--- src/rtl/mpe_pkg.sv ---
// Shared types and constants for the matrix power engine.
// Used by mpe_datapath, mpe_ctrl and the top module in rtl/; depends on nothing.
`default_nettype none

package mpe_pkg;

   localparam int unsigned DATA_W = 32;
   localparam int unsigned SIZE_W = 4;
   localparam int unsigned EXP_W  = 8;
   localparam int unsigned CSR_AW = 1;

   localparam logic [CSR_AW-1:0] CSR_SIZE_IN_USE = 1'b0;
   localparam logic [CSR_AW-1:0] CSR_EXPONENT    = 1'b1;

   localparam logic [SIZE_W-1:0] SIZE_RESET = 4'd8;
   localparam logic [EXP_W-1:0]  EXP_RESET  = 8'd2;

   typedef enum logic [2:0] {
      ST_LOAD,
      ST_PLAN,
      ST_ROUND,
      ST_DRAIN,
      ST_EMIT_RD,
      ST_EMIT_HOLD
   } state_type;

   // Commands from the controller to the datapath.
   typedef struct packed {
      logic load_we;
      logic load_start;
      logic iter_clear;
      logic iter_step;
      logic bank_flip;
      logic round_dec;
      logic emit_clear;
      logic emit_read;
      logic emit_step;
   } cmd_type;

   // Status from the datapath to the controller.
   typedef struct packed {
      logic load_complete;
      logic iter_last;
      logic pipe_busy;
      logic rounds_zero;
      logic emit_last;
   } status_type;

endpackage

`default_nettype wire

--- src/rtl/mpe_ctrl.sv ---
// Controller state machine of the matrix power engine: load, multiply
// rounds, pipeline drain and result output. Depends on mpe_pkg.
`default_nettype none

module mpe_ctrl (
   input  wire logic                clock,
   input  wire logic                reset,
   input  wire logic                req_tvalid,
   output logic                     req_tready,
   output logic                     rsp_tvalid,
   input  wire logic                rsp_tready,
   output mpe_pkg::cmd_type         cmd,
   input  wire mpe_pkg::status_type st
);

   mpe_pkg::state_type state_ff, state_in;

   always_ff @(posedge clock) begin
      if (reset) begin
         state_ff <= mpe_pkg::ST_LOAD;
      end else begin
         state_ff <= state_in;
      end
   end

   always_comb begin
      state_in   = state_ff;
      cmd        = '0;
      req_tready = 1'b0;
      rsp_tvalid = 1'b0;
      case (state_ff)
         mpe_pkg::ST_LOAD: begin
            req_tready = 1'b1;
            if (req_tvalid) begin
               cmd.load_we = 1'b1;
               if (st.load_complete) begin
                  cmd.load_start = 1'b1;
                  cmd.iter_clear = 1'b1;
                  state_in       = mpe_pkg::ST_PLAN;
               end
            end
         end
         mpe_pkg::ST_PLAN: begin
            if (st.rounds_zero) begin
               cmd.emit_clear = 1'b1;
               state_in       = mpe_pkg::ST_EMIT_RD;
            end else begin
               state_in = mpe_pkg::ST_ROUND;
            end
         end
         mpe_pkg::ST_ROUND: begin
            cmd.iter_step = 1'b1;
            if (st.iter_last) begin
               state_in = mpe_pkg::ST_DRAIN;
            end
         end
         mpe_pkg::ST_DRAIN: begin
            // The new power matrix is complete once the last sum is written.
            if (!st.pipe_busy) begin
               cmd.bank_flip  = 1'b1;
               cmd.round_dec  = 1'b1;
               cmd.iter_clear = 1'b1;
               state_in       = mpe_pkg::ST_PLAN;
            end
         end
         mpe_pkg::ST_EMIT_RD: begin
            cmd.emit_read = 1'b1;
            state_in      = mpe_pkg::ST_EMIT_HOLD;
         end
         mpe_pkg::ST_EMIT_HOLD: begin
            rsp_tvalid = 1'b1;
            if (rsp_tready) begin
               cmd.emit_step = 1'b1;
               state_in      = st.emit_last ? mpe_pkg::ST_LOAD : mpe_pkg::ST_EMIT_RD;
            end
         end
         default: begin
            state_in = mpe_pkg::ST_LOAD;
         end
      endcase
   end

endmodule

`default_nettype wire

--- config.mk ---
export PLATFORM = sky130hd
export DESIGN_NAME = mpe_ctrl
export DESIGN_NICKNAME = d
export VERILOG_FILES = /design/src/rtl/mpe_pkg.sv /design/src/rtl/mpe_ctrl.sv
export SDC_FILE = /design/constraint.sdc
export NUM_CORES = 1
export LEC_CHECK = 0
export BUFFER_PORTS_ARGS = -buffer_cell sky130_fd_sc_hd__buf_2
export CAP_MARGIN = 30
export CORE_AREA = 2 2 39 41
export DETAILED_ROUTE_END_ITERATION = 7
export DIE_AREA = 0 0 41 43
export SYNTH_ARGS = -nofsm -noshare
export SYNTH_HDL_FRONTEND = slang
export SYNTH_SLANG_ARGS = --single-unit
--- constraint.sdc ---
create_clock -name clock -period 1.2 [get_ports clock]
set_clock_uncertainty 0.15 [all_clocks]
set_input_delay 0.12 -clock clock [delete_from_list [all_inputs] [get_ports clock]]
set_output_delay 0.12 -clock clock [all_outputs]
set_load 0.01 [all_outputs]
==> qor.txt, run 1 <==
Mux contribution to synthesized area -> 0.0348
Largest cells by area after synthesis -> dfxtp_1 21%, buf_6 12%, nor4b_4 8.3%, nor2_1 7.8%, nor3_1 5.2%
Sink Count -> 3
Final setup margin -> -204 ps
Biggest regs -> state_ff: 3 flops
Vias in the first global route -> 330
Remaining global-route overflow -> 0
IO Pins -> 20
Ys Warns -> 0
GRT met3 Usage -> 0.0471
Compound-gate portion of the synthesized area -> 0.0957
Yosys top cell area share -> 0.209
Worst Path Class, Setup -> reg -> out
Syn Area/Cell -> 7.99 µm²
Worst Hold Class -> in -> reg
Fin crit period -> 1400 ps
Row Count -> 14
Die area -> 1760 µm²
Synthesized cell area -> 288 µm²
Final std cells w/o fill -> 82
Max reg flops -> 3
FF+latch count, synth -> 3
Tcrit/Tclk final -> 1.17
Seq/Total Area, Yosys -> 0.209
CTS max path bufs -> 2
Outcome -> finished, violations left
DRC Markers -> 0
Initial antenna violation count -> 0
Syn nets -> 45
Post-route ant nets -> 0
Leakage power -> 0.000262 µW
Die Y -> 43 µm
Layout Area Growth over Synthesis -> 88.3%
GR Util All Layers -> 0.117
RSZ-0062 raised after global routing -> yes
Synth cell types -> 19
Via count -> 354
Synthesized instance count -> 36
WL per Instance -> 11.1 µm
First-pass GRT wire length -> 1.37 mm
Largest net degree at the start of global routing -> 7
Routed Wire Length -> 908 µm
Final hold vios -> 0
Simple-gate share of the synthesized area -> 0.491
Slew HR -> 0.864
Setup tns final -> -1650 ps
Worst slew pin tran -> 203 ps
PwrDens -> 851 nW/µm²
Post-Synth Adder-Cell Area -> 0
Largest family of logic cells by synthesized area -> simple AND/OR/NAND/NOR gates
Commonest non-fill, non-tap cell in the layout -> buf_2
CTS Root Cell -> clkbuf_4
Critical path peak fanout -> 5
Maximum vdd drop -> 0.356 mV
Antenna diodes -> 0
Clk_lat worst skew -> 240 ps
Core Area -> 1380 µm²
Final setup viols -> 12
Share of cells above drive strength 1 -> 0.697
Initial DRC count -> 2
Placed instance count -> 74
# port buffers -> 19
Commonest non-fill, non-tap cells in the layout -> 16 x buf_2, 7 x buf_4, 6 x buf_6
Die width -> 41 µm
First-pass iteration count of the detailed router -> 4
Fmax -> 712 MHz
Met1 global-route usage -> 0.135
Max-cap violations -> 0
CP endpoint kind -> output pin
Slew Limit Fails -> 0
TritonCTS buffer count -> 3
WP data required -> 930 ps
CTS tree -> done
Routing usage on met2 -> 0.178
Worst endpoint data arrival time -> 1130 ps
Startpoint Class -> flip-flop
Largest Register -> state_ff
Initial core utilization -> 0.208
Nets -> 76
Xor/xnor share of the synthesized area -> 0
Worst-path clk slew -> 30 ps
DR vias/cell -> 4.32
Area leader, netlist -> dfxtp_1
Final RePlAce weighted congestion -> 0.755
Grt peak-use layer -> met2
H-tree levels -> 1
Failing checks -> setup timing
HPWL after DPL -> 621 µm
==> worst paths after layout <==
kind	slack, ps	start	endpoint	cells past startpoint
setup reg to reg	-100	state_ff[2]$_SDFFE_PP0P_	state_ff[0]$_SDFFE_PP0P_	5
hold / removal	30	st[0]	state_ff[2]$_SDFFE_PP0P_	4
hold reg to reg	490	state_ff[2]$_SDFFE_PP0P_	state_ff[1]$_SDFFE_PP0P_	2
setup / recovery	-200	state_ff[2]$_SDFFE_PP0P_	cmd[7]	4
==> metal layers <==
metal  share of wire  wire (µm)  vias up
li1                -          -      178
met1            0.37        333      157
met2            0.55        495       17
met3           0.072         65        2
met4           0.014         13        0
met5               0          0        -
==> power by group <==
part           switching [µW]  total [µW]  internal [µW]
Sequential               14.9         121            107
Combinational            67.8         160           92.0
Clock                    54.8         180            125
Total                     137         461            323
==> critical path, stage by stage, from the launching register on <==
cell	delay, ps
dfxtp_2	340
nor4b_4	280
nand2_1	100
inv_1	60
buf_2	120
==> cell families after synthesis <==
group	count (synthesis)
AO/OA/AOI/OAI	4
AND/OR/NAND/NOR	22
multiplexers	1
buffers and inverters	6
flip-flops	3
==> synth_stat cells <==
cell / number
mux2i_1: 1
nor3_1: 3
nor4_1: 1
o21bai_2: 1
a31oi_1: 1
nand3b_1: 1
nor2_1: 6
nand2b_2: 1
and2b_2: 1
buf_4: 1
buf_6: 3
a21oi_1: 2
dfxtp_1: 3
inv_1: 2
nor3b_1: 1
nand2b_1: 2
nand2b_4: 1
nor4b_4: 1
nand2_1: 4
==> stage by stage <==
stage	util	instance area, µm²	total power, µW	worst slack, ps	hold slack [ps]
after global placement	0.301	417	249	-38.3	174
final	0.392	542	461	-204	27.7
after global routing	0.392	542	494	-279	42.1
after CTS	0.382	529	470	-229	11.2
after detailed placement	0.301	417	250	-36.5	175
after floorplan	-	290	198	-24.7	39.4
==> cell type report <==
class,instances,area [µm²]
Clock buffer,4,26.3
Fill cell,164,842
Inverter,2,7.51
Multi-Input combinational cell,27,209
Sequential cell,3,68.8
Tap cell,16,20.0
Timing Repair Buffer,30,210
==> what timing repair did <==
| item | 4_1_cts | 5_1_grt |
|---|---|---|
| endpoints found under the hold margin | 3 | 0 |
| hold buffers | 1 | 0 |
| resized for setup | 14 | 3 |
| setup endpoints to repair | 12 | 13 |
| setup buffers | 3 | 0 |
| pin swaps | 3 | 1 |
| gates cloned | 0 | 0 |
No activity file was read; power rests on OpenSTA's default activity.
==> run 2: changes to the inputs <==
==> constraint.sdc (replaced) <==
create_clock -name clock -period 1.2 [get_ports clock]
set_clock_uncertainty 0.15 [all_clocks]
set_input_delay 0 -clock clock [delete_from_list [all_inputs] [get_ports clock]]
set_output_delay 0 -clock clock [all_outputs]
set_load 0.01 [all_outputs]
==> run 2 against run 1 <==
  * The flow still finishes with violations (setup timing)
  * Die area did not move
  * Sequential cell count did not move
  * Largest power group unchanged
  * Combinational power rose by 11%
  * Non-clock buffer count rose by 4
  * Highest routed layer unchanged
  * Global-route usage fell by 0.69 points
  * First-iteration DRC count did not move
  * Cell count rose by 4.9%
  * Critical path depth did not move
==> qor.txt, run 2 (synthesized netlist as in run 1, its figures left out) <==
Outcome -> finished, violations left
Failing checks -> setup timing
Commonest non-fill, non-tap cells in the layout -> 16 x buf_2, 7 x buf_4, 6 x dlygate4sd3_1
Final std cells w/o fill -> 86 (+4.9%)
Die Y -> 43 µm (unchanged)
Slew HR -> 0.861 (-0.00263)
Largest net degree at the start of global routing -> 9 (+2)
R2R setup slack -> -30 ps (+70 ps)
Startpoint Class -> flip-flop
First-pass iteration count of the detailed router -> 2 (-2)
Worst Reg-to-Reg Cells -> 4 (-1)
# port buffers -> 19 (unchanged)
Design Area, Final -> 609 µm² (+12%)
Largest Register -> state_ff
Worst hold path depth -> 4 (unchanged)
Critical path peak fanout -> 6 (+1)
CTS max path bufs -> 2 (unchanged)
Final setup viols -> 11 (-1)
PwrDens -> 794 nW/µm² (-6.7%)
Fmax -> 775 MHz (+8.8%)
Commonest non-fill, non-tap cell in the layout -> buf_2
WP data required -> 1050 ps (+120 ps)
Final core utilization -> 0.440 (+0.0488)
Placed instance count -> 71 (-4.1%)
Final RePlAce weighted congestion -> 0.706 (-6.4%)
Worst reg2reg path startpoint -> state_ff[1]$_SDFFE_PP0P_
Tcrit/Tclk final -> 1.07 (-0.0951)
Worst slew pin tran -> 207 ps (+4.94 ps)
Fillers -> 144 (-12%)
Leakage power -> 0.000280 µW (+7.1%)
Remaining global-route overflow -> 0 (unchanged)
GR Util All Layers -> 0.110 (-0.00691)
Min-delay src -> st[2]
Row Count -> 14 (unchanged)
Die width -> 41 µm (unchanged)
H-tree levels -> 1 (unchanged)
CTS tree -> done
CP endpoint kind -> output pin
WHS Endpoint -> state_ff[1]$_SDFFE_PP0P_
Max incr delay on CP -> 370 ps (+30 ps)
Antenna diodes -> 0 (unchanged)
Share of cells above drive strength 1 -> 0.686 (-0.0113)
Post-route ant nets -> 0 (unchanged)
HPWL after DPL -> 539 µm (-13%)
FF+latch area -> 71.3 µm² (+3.6%)
Biggest regs -> state_ff: 3 flops
Routed Wire Length -> 849 µm (-6.5%)
Layout Area Growth over Synthesis -> 112%
Worst hold slack -> 55.2 ps (+27.5 ps)
Initial core utilization -> 0.208 (unchanged)
Reg2reg end -> state_ff[0]$_SDFFE_PP0P_
Max-cap violations -> 0 (unchanged)
Final hold vios -> 0 (unchanged)
Overall power -> 484 µW (+5.0%)
Max reg flops -> 3 (unchanged)
Core Area -> 1380 µm² (unchanged)
Sink Count -> 3 (unchanged)
First-pass GRT wire length -> 1.27 mm (-7.1%)
CTS Root Cell -> clkbuf_4
Placed standard-cell area -> 392 µm² (-6.0%)
Maximum vdd drop -> 0.259 mV (-27%)
Worst endpoint data arrival time -> 1140 ps (about the same)
Initial antenna violation count -> 0 (unchanged)
WL per Instance -> 9.87 µm (-11%)
Critical Path, Cell by Cell -> nor4b_4, nand2_1, inv_1, buf_2
Via count -> 366 (+3.4%)
RSZ-0062 raised after global routing -> yes
Fin crit period -> 1290 ps (-114 ps)
Worst-path clk slew -> 40 ps (about the same)
Initial DRC count -> 2 (unchanged)
DR vias/cell -> 4.26 (-1.4%)
IO Pins -> 20 (unchanged)
Worst Path Class, Setup -> reg -> out
TritonCTS buffer count -> 3 (unchanged)
Multi-input logic area -> 235 µm² (+13%)
Worst Hold Class -> in -> reg
Die area -> 1760 µm² (unchanged)
Clk_lat worst skew -> 240 ps (about the same)
Final setup margin -> -89.7 ps (+114 ps)
Vias in the first global route -> 307 (-7.0%)
Slowest CP cell -> dfxtp_4
Nets -> 80 (+5.3%)
DRC Markers -> 0 (unchanged)
Slew Limit Fails -> 0 (unchanged)
-- run 2: routing by layer --
layer | up-vias | wire, µm | global-route usage
li1 | 189 | - | -
met1 | 161 | 378 | 0.145
met2 | 14 | 401 | 0.138
met3 | 2 | 50 | 0.0314
met4 | 0 | 19 | 0.100
met5 | - | 0 | 0
-- run 2: metrics by stage --
| step | setup TNS, ps | worst slack [ps] |
|---|---|---|
| floorplan | 0 | 5.63 |
| detailed placement | -12.1 | -12.1 |
| finish | -493 | -89.7 |
| global route | -1150 | -170 |
| global placement | 0 | 1.45 |
| CTS | -466 | -101 |
-- run 2: timing repair --
action                                  4_1_cts  5_1_grt
hold buffers                                  6        0
hold endpoints to repair                      3        0
endpoints found under the setup margin       12       12
setup buffers                                 3        2
pin swaps                                     2        3
resized for setup                            15        7
-- run 2: critical path: cells and delay by family (launching register included) --
kind | cells | cell delay (ps)
simple gates | 2 | 370
flops | 1 | 370
buf+inv | 2 | 170
-- run 2: how the worst max path moves through the flow --
stage	start	cells past startpoint	to
final	state_ff[1]$_SDFFE_PP0P_	4	cmd[7]
after global routing	state_ff[2]$_SDFFE_PP0P_	4	cmd[7]
after CTS	state_ff[1]$_SDFFE_PP0P_	4	cmd[7]
after detailed placement	state_ff[0]$_SDFFE_PP0P_	3	state_ff[2]$_SDFFE_PP0P_
after global placement	state_ff[1]$_SDFFE_PP0P_	3	state_ff[0]$_SDFFE_PP0P_
after floorplan	state_ff[2]$_SDFFE_PP0P_	4	state_ff[0]$_SDFFE_PP0P_
-- run 2: cell type report --
class,instances,share of cell area
clock buffer,4,0.0431
inverter,2,0.0123
multi-input combinational,27,0.386
sequential,3,0.117
tap,16,0.0329
timing repair buffer,34,0.409
-- run 2: where the power goes --
group          switching, µW  internal (µW)
registers               16.9            105
clock network           58.8            125
logic                   72.5            105
==> run 3: changes to the inputs <==
CELL_PAD_IN_SITES_DETAIL_PLACEMENT = 1   (was default)
CELL_PAD_IN_SITES_GLOBAL_PLACEMENT = 2   (was default)
CORE_AREA = default   (was 2 2 39 41)
CORE_UTILIZATION = 16   (was default)
DIE_AREA = default   (was 0 0 41 43)
PLACE_DENSITY_LB_ADDON = 0.1   (was default)
==> run 3 against run 2 <==
  * The run still ends with setup timing left
  * Die area rose by 12%
  * Sequential power about the same
  * Worst setup slack worse by 13 ps
  * Sequential cell count did not move
  * Via count up 6.0%
  * Critical path depth is the same
==> qor.txt, run 3 (synthesized netlist as in run 1, its figures left out) <==
Outcome -> finished, violations left
Failing checks -> setup timing
Worst-path clk slew -> 40 ps (about the same)
Startpoint Class -> flip-flop
Fin crit period -> 1300 ps (+12.8 ps)
Initial core utilization -> 0.181 (-0.0274)
Remaining global-route overflow -> 0 (unchanged)
Slowest CP cell -> dfxtp_4
Largest Register -> state_ff
Sink Count -> 3 (unchanged)
Worst Path Class, Setup -> reg -> out
Nets -> 79 (-1.3%)
Worst Hold Class -> in -> reg
Via count -> 388 (+6.0%)
Critical Path, Cell by Cell -> nor4b_4, nand2_1, inv_1, buf_2
Max incr delay on CP -> 360 ps (about the same)
CTS tree -> done
# port buffers -> 19 (unchanged)
Largest net degree at the start of global routing -> 8 (-1)
Row Count -> 14 (unchanged)
Die Y -> 44.4 µm (+3.3%)
Slew HR -> 0.861 (about the same)
PwrDens -> 822 nW/µm² (+3.6%)
First-pass GRT wire length -> 1.60 mm (+26%)
Critical path peak fanout -> 5 (-1)
Worst endpoint data arrival time -> 1150 ps (about the same)
CTS max path bufs -> 2 (unchanged)
Layout Area Growth over Synthesis -> 103%
Share of cells above drive strength 1 -> 0.652 (-0.0335)
Final setup viols -> 9 (-2)
Overall power -> 482 µW (-0.45%)
WL per Instance -> 10.7 µm (+8.0%)
Final RePlAce weighted congestion -> 0.727 (+2.9%)
Max reg flops -> 3 (unchanged)
Min-delay src -> st[2]
Maximum vdd drop -> 0.391 mV (+51%)
Commonest non-fill, non-tap cell in the layout -> buf_2
Biggest regs -> state_ff: 3 flops
Initial DRC count -> 2 (unchanged)
First-pass iteration count of the detailed router -> 4 (+2)
Leakage power -> 0.000275 µW (-1.9%)
Post-route ant nets -> 0 (unchanged)
Worst reg2reg path startpoint -> state_ff[2]$_SDFFE_PP0P_
Worst hold slack -> 65.4 ps (+10.3 ps)
WP data required -> 1050 ps (about the same)
GR Util All Layers -> 0.112 (+0.00114)
Design Area, Final -> 586 µm² (-3.9%)
Die area -> 1970 µm² (+12%)
Placed standard-cell area -> 402 µm² (+2.6%)
H-tree levels -> 1 (unchanged)
Antenna diodes -> 0 (unchanged)
Final setup margin -> -102 ps (-12.8 ps)
HPWL after DPL -> 691 µm (+28%)
Commonest non-fill, non-tap cells in the layout -> 18 x buf_2, 6 x dlygate4sd3_1, 6 x buf_6
Max-cap violations -> 0 (unchanged)
RSZ-0062 raised after global routing -> yes
Routed Wire Length -> 992 µm (+17%)
Slew Limit Fails -> 0 (unchanged)
Core Area -> 1590 µm² (+15%)
Tcrit/Tclk final -> 1.09 (+0.0107)
Vias in the first global route -> 387 (+26%)
DR vias/cell -> 4.17 (-2.0%)
Clk_lat worst skew -> 240 ps (about the same)
Initial antenna violation count -> 0 (unchanged)
Fmax -> 768 MHz (-0.98%)
Dpl ws -> -31.0 ps (-18.9 ps)
TritonCTS buffer count -> 3 (unchanged)
IO Pins -> 20 (unchanged)
Final hold vios -> 0 (unchanged)
CP top delay family -> simple AND/OR/NAND/NOR gates
Setup crit start -> state_ff[2]$_SDFFE_PP0P_
CP endpoint kind -> output pin
CP Buf/Inv Count -> 2 (unchanged)
Worst slew pin tran -> 208 ps (+0.342 ps)
CTS Root Cell -> clkbuf_4
DRC Markers -> 0 (unchanged)
Die width -> 44.4 µm (+8.3%)
run 3: changes by cell type in the layout (fill, tap and decap cells not counted):
cell / previous run / this run
a31oi_1: 0 / 1
a31oi_4: 1 / 0
buf_2: 16 / 18
buf_4: 7 / 3
buf_6: 5 / 6
inv_1: 2 / 1
inv_2: 0 / 1
nor2_1: 2 / 4
nor2_2: 3 / 2
nor2_4: 1 / 0
run 3: metal layers:
layer | part of all wire | global-route usage
met4 | 0.019 | 0.0545
met5 | 0 | 0
met3 | 0.044 | 0.0122
met1 | 0.38 | 0.120
met2 | 0.56 | 0.212
run 3: worst paths after layout:
| path | endpoint | slack [ps] | cells after the start |
|---|---|---|---|
| setup / recovery | cmd[7] | -100 | 4 |
| hold / removal | state_ff[1]$_SDFFE_PP0P_ | 70 | 4 |
| setup reg to reg | state_ff[0]$_SDFFE_PP0P_ | -40 | 4 |
| hold reg to reg | state_ff[1]$_SDFFE_PP0P_ | 430 | 2 |
run 3: worst register-to-register path: cells and delay by family, from the launching register on:
kind                   cells  cell delay (ps)
AO/OA/AOI/OAI              1              130
buffers and inverters      1              140
flip-flops                 1              360
AND/OR/NAND/NOR            2              380
run 3: area by class of cell:
cell class / count / area [µm²]
inverter: 2 / 7.51
timing repair buffer: 33 / 240
clock buffer: 4 / 26.3
sequential: 3 / 71.3
multi-input combinational: 27 / 210
fill: 196 / 1010
tap: 24 / 30.0
run 3: power by group:
| part | switching (µW) | internal [µW] | total, µW |
|---|---|---|---|
| combinational | 69.9 | 104 | 174 |
| sequential | 17.0 | 105 | 122 |
| clock | 59.8 | 125 | 185 |
| total | 147 | 335 | 482 |
run 3: timing repair:
item,4_1_cts,5_1_grt
setup endpoints to repair,13,12
endpoints found under the hold margin,3,0
pin swaps,2,5
buffers inserted,3,1
resized for setup,13,7
hold buffers,6,0
run 3: through the flow:
stage                     std cells  TNS [ps]   util
final                            93      -339  0.367
after global routing             93      -850  0.367
after CTS                        92      -452  0.345
after detailed placement         79     -56.4  0.252
after global placement           79     -48.5  0.252
after floorplan                  36         0      -
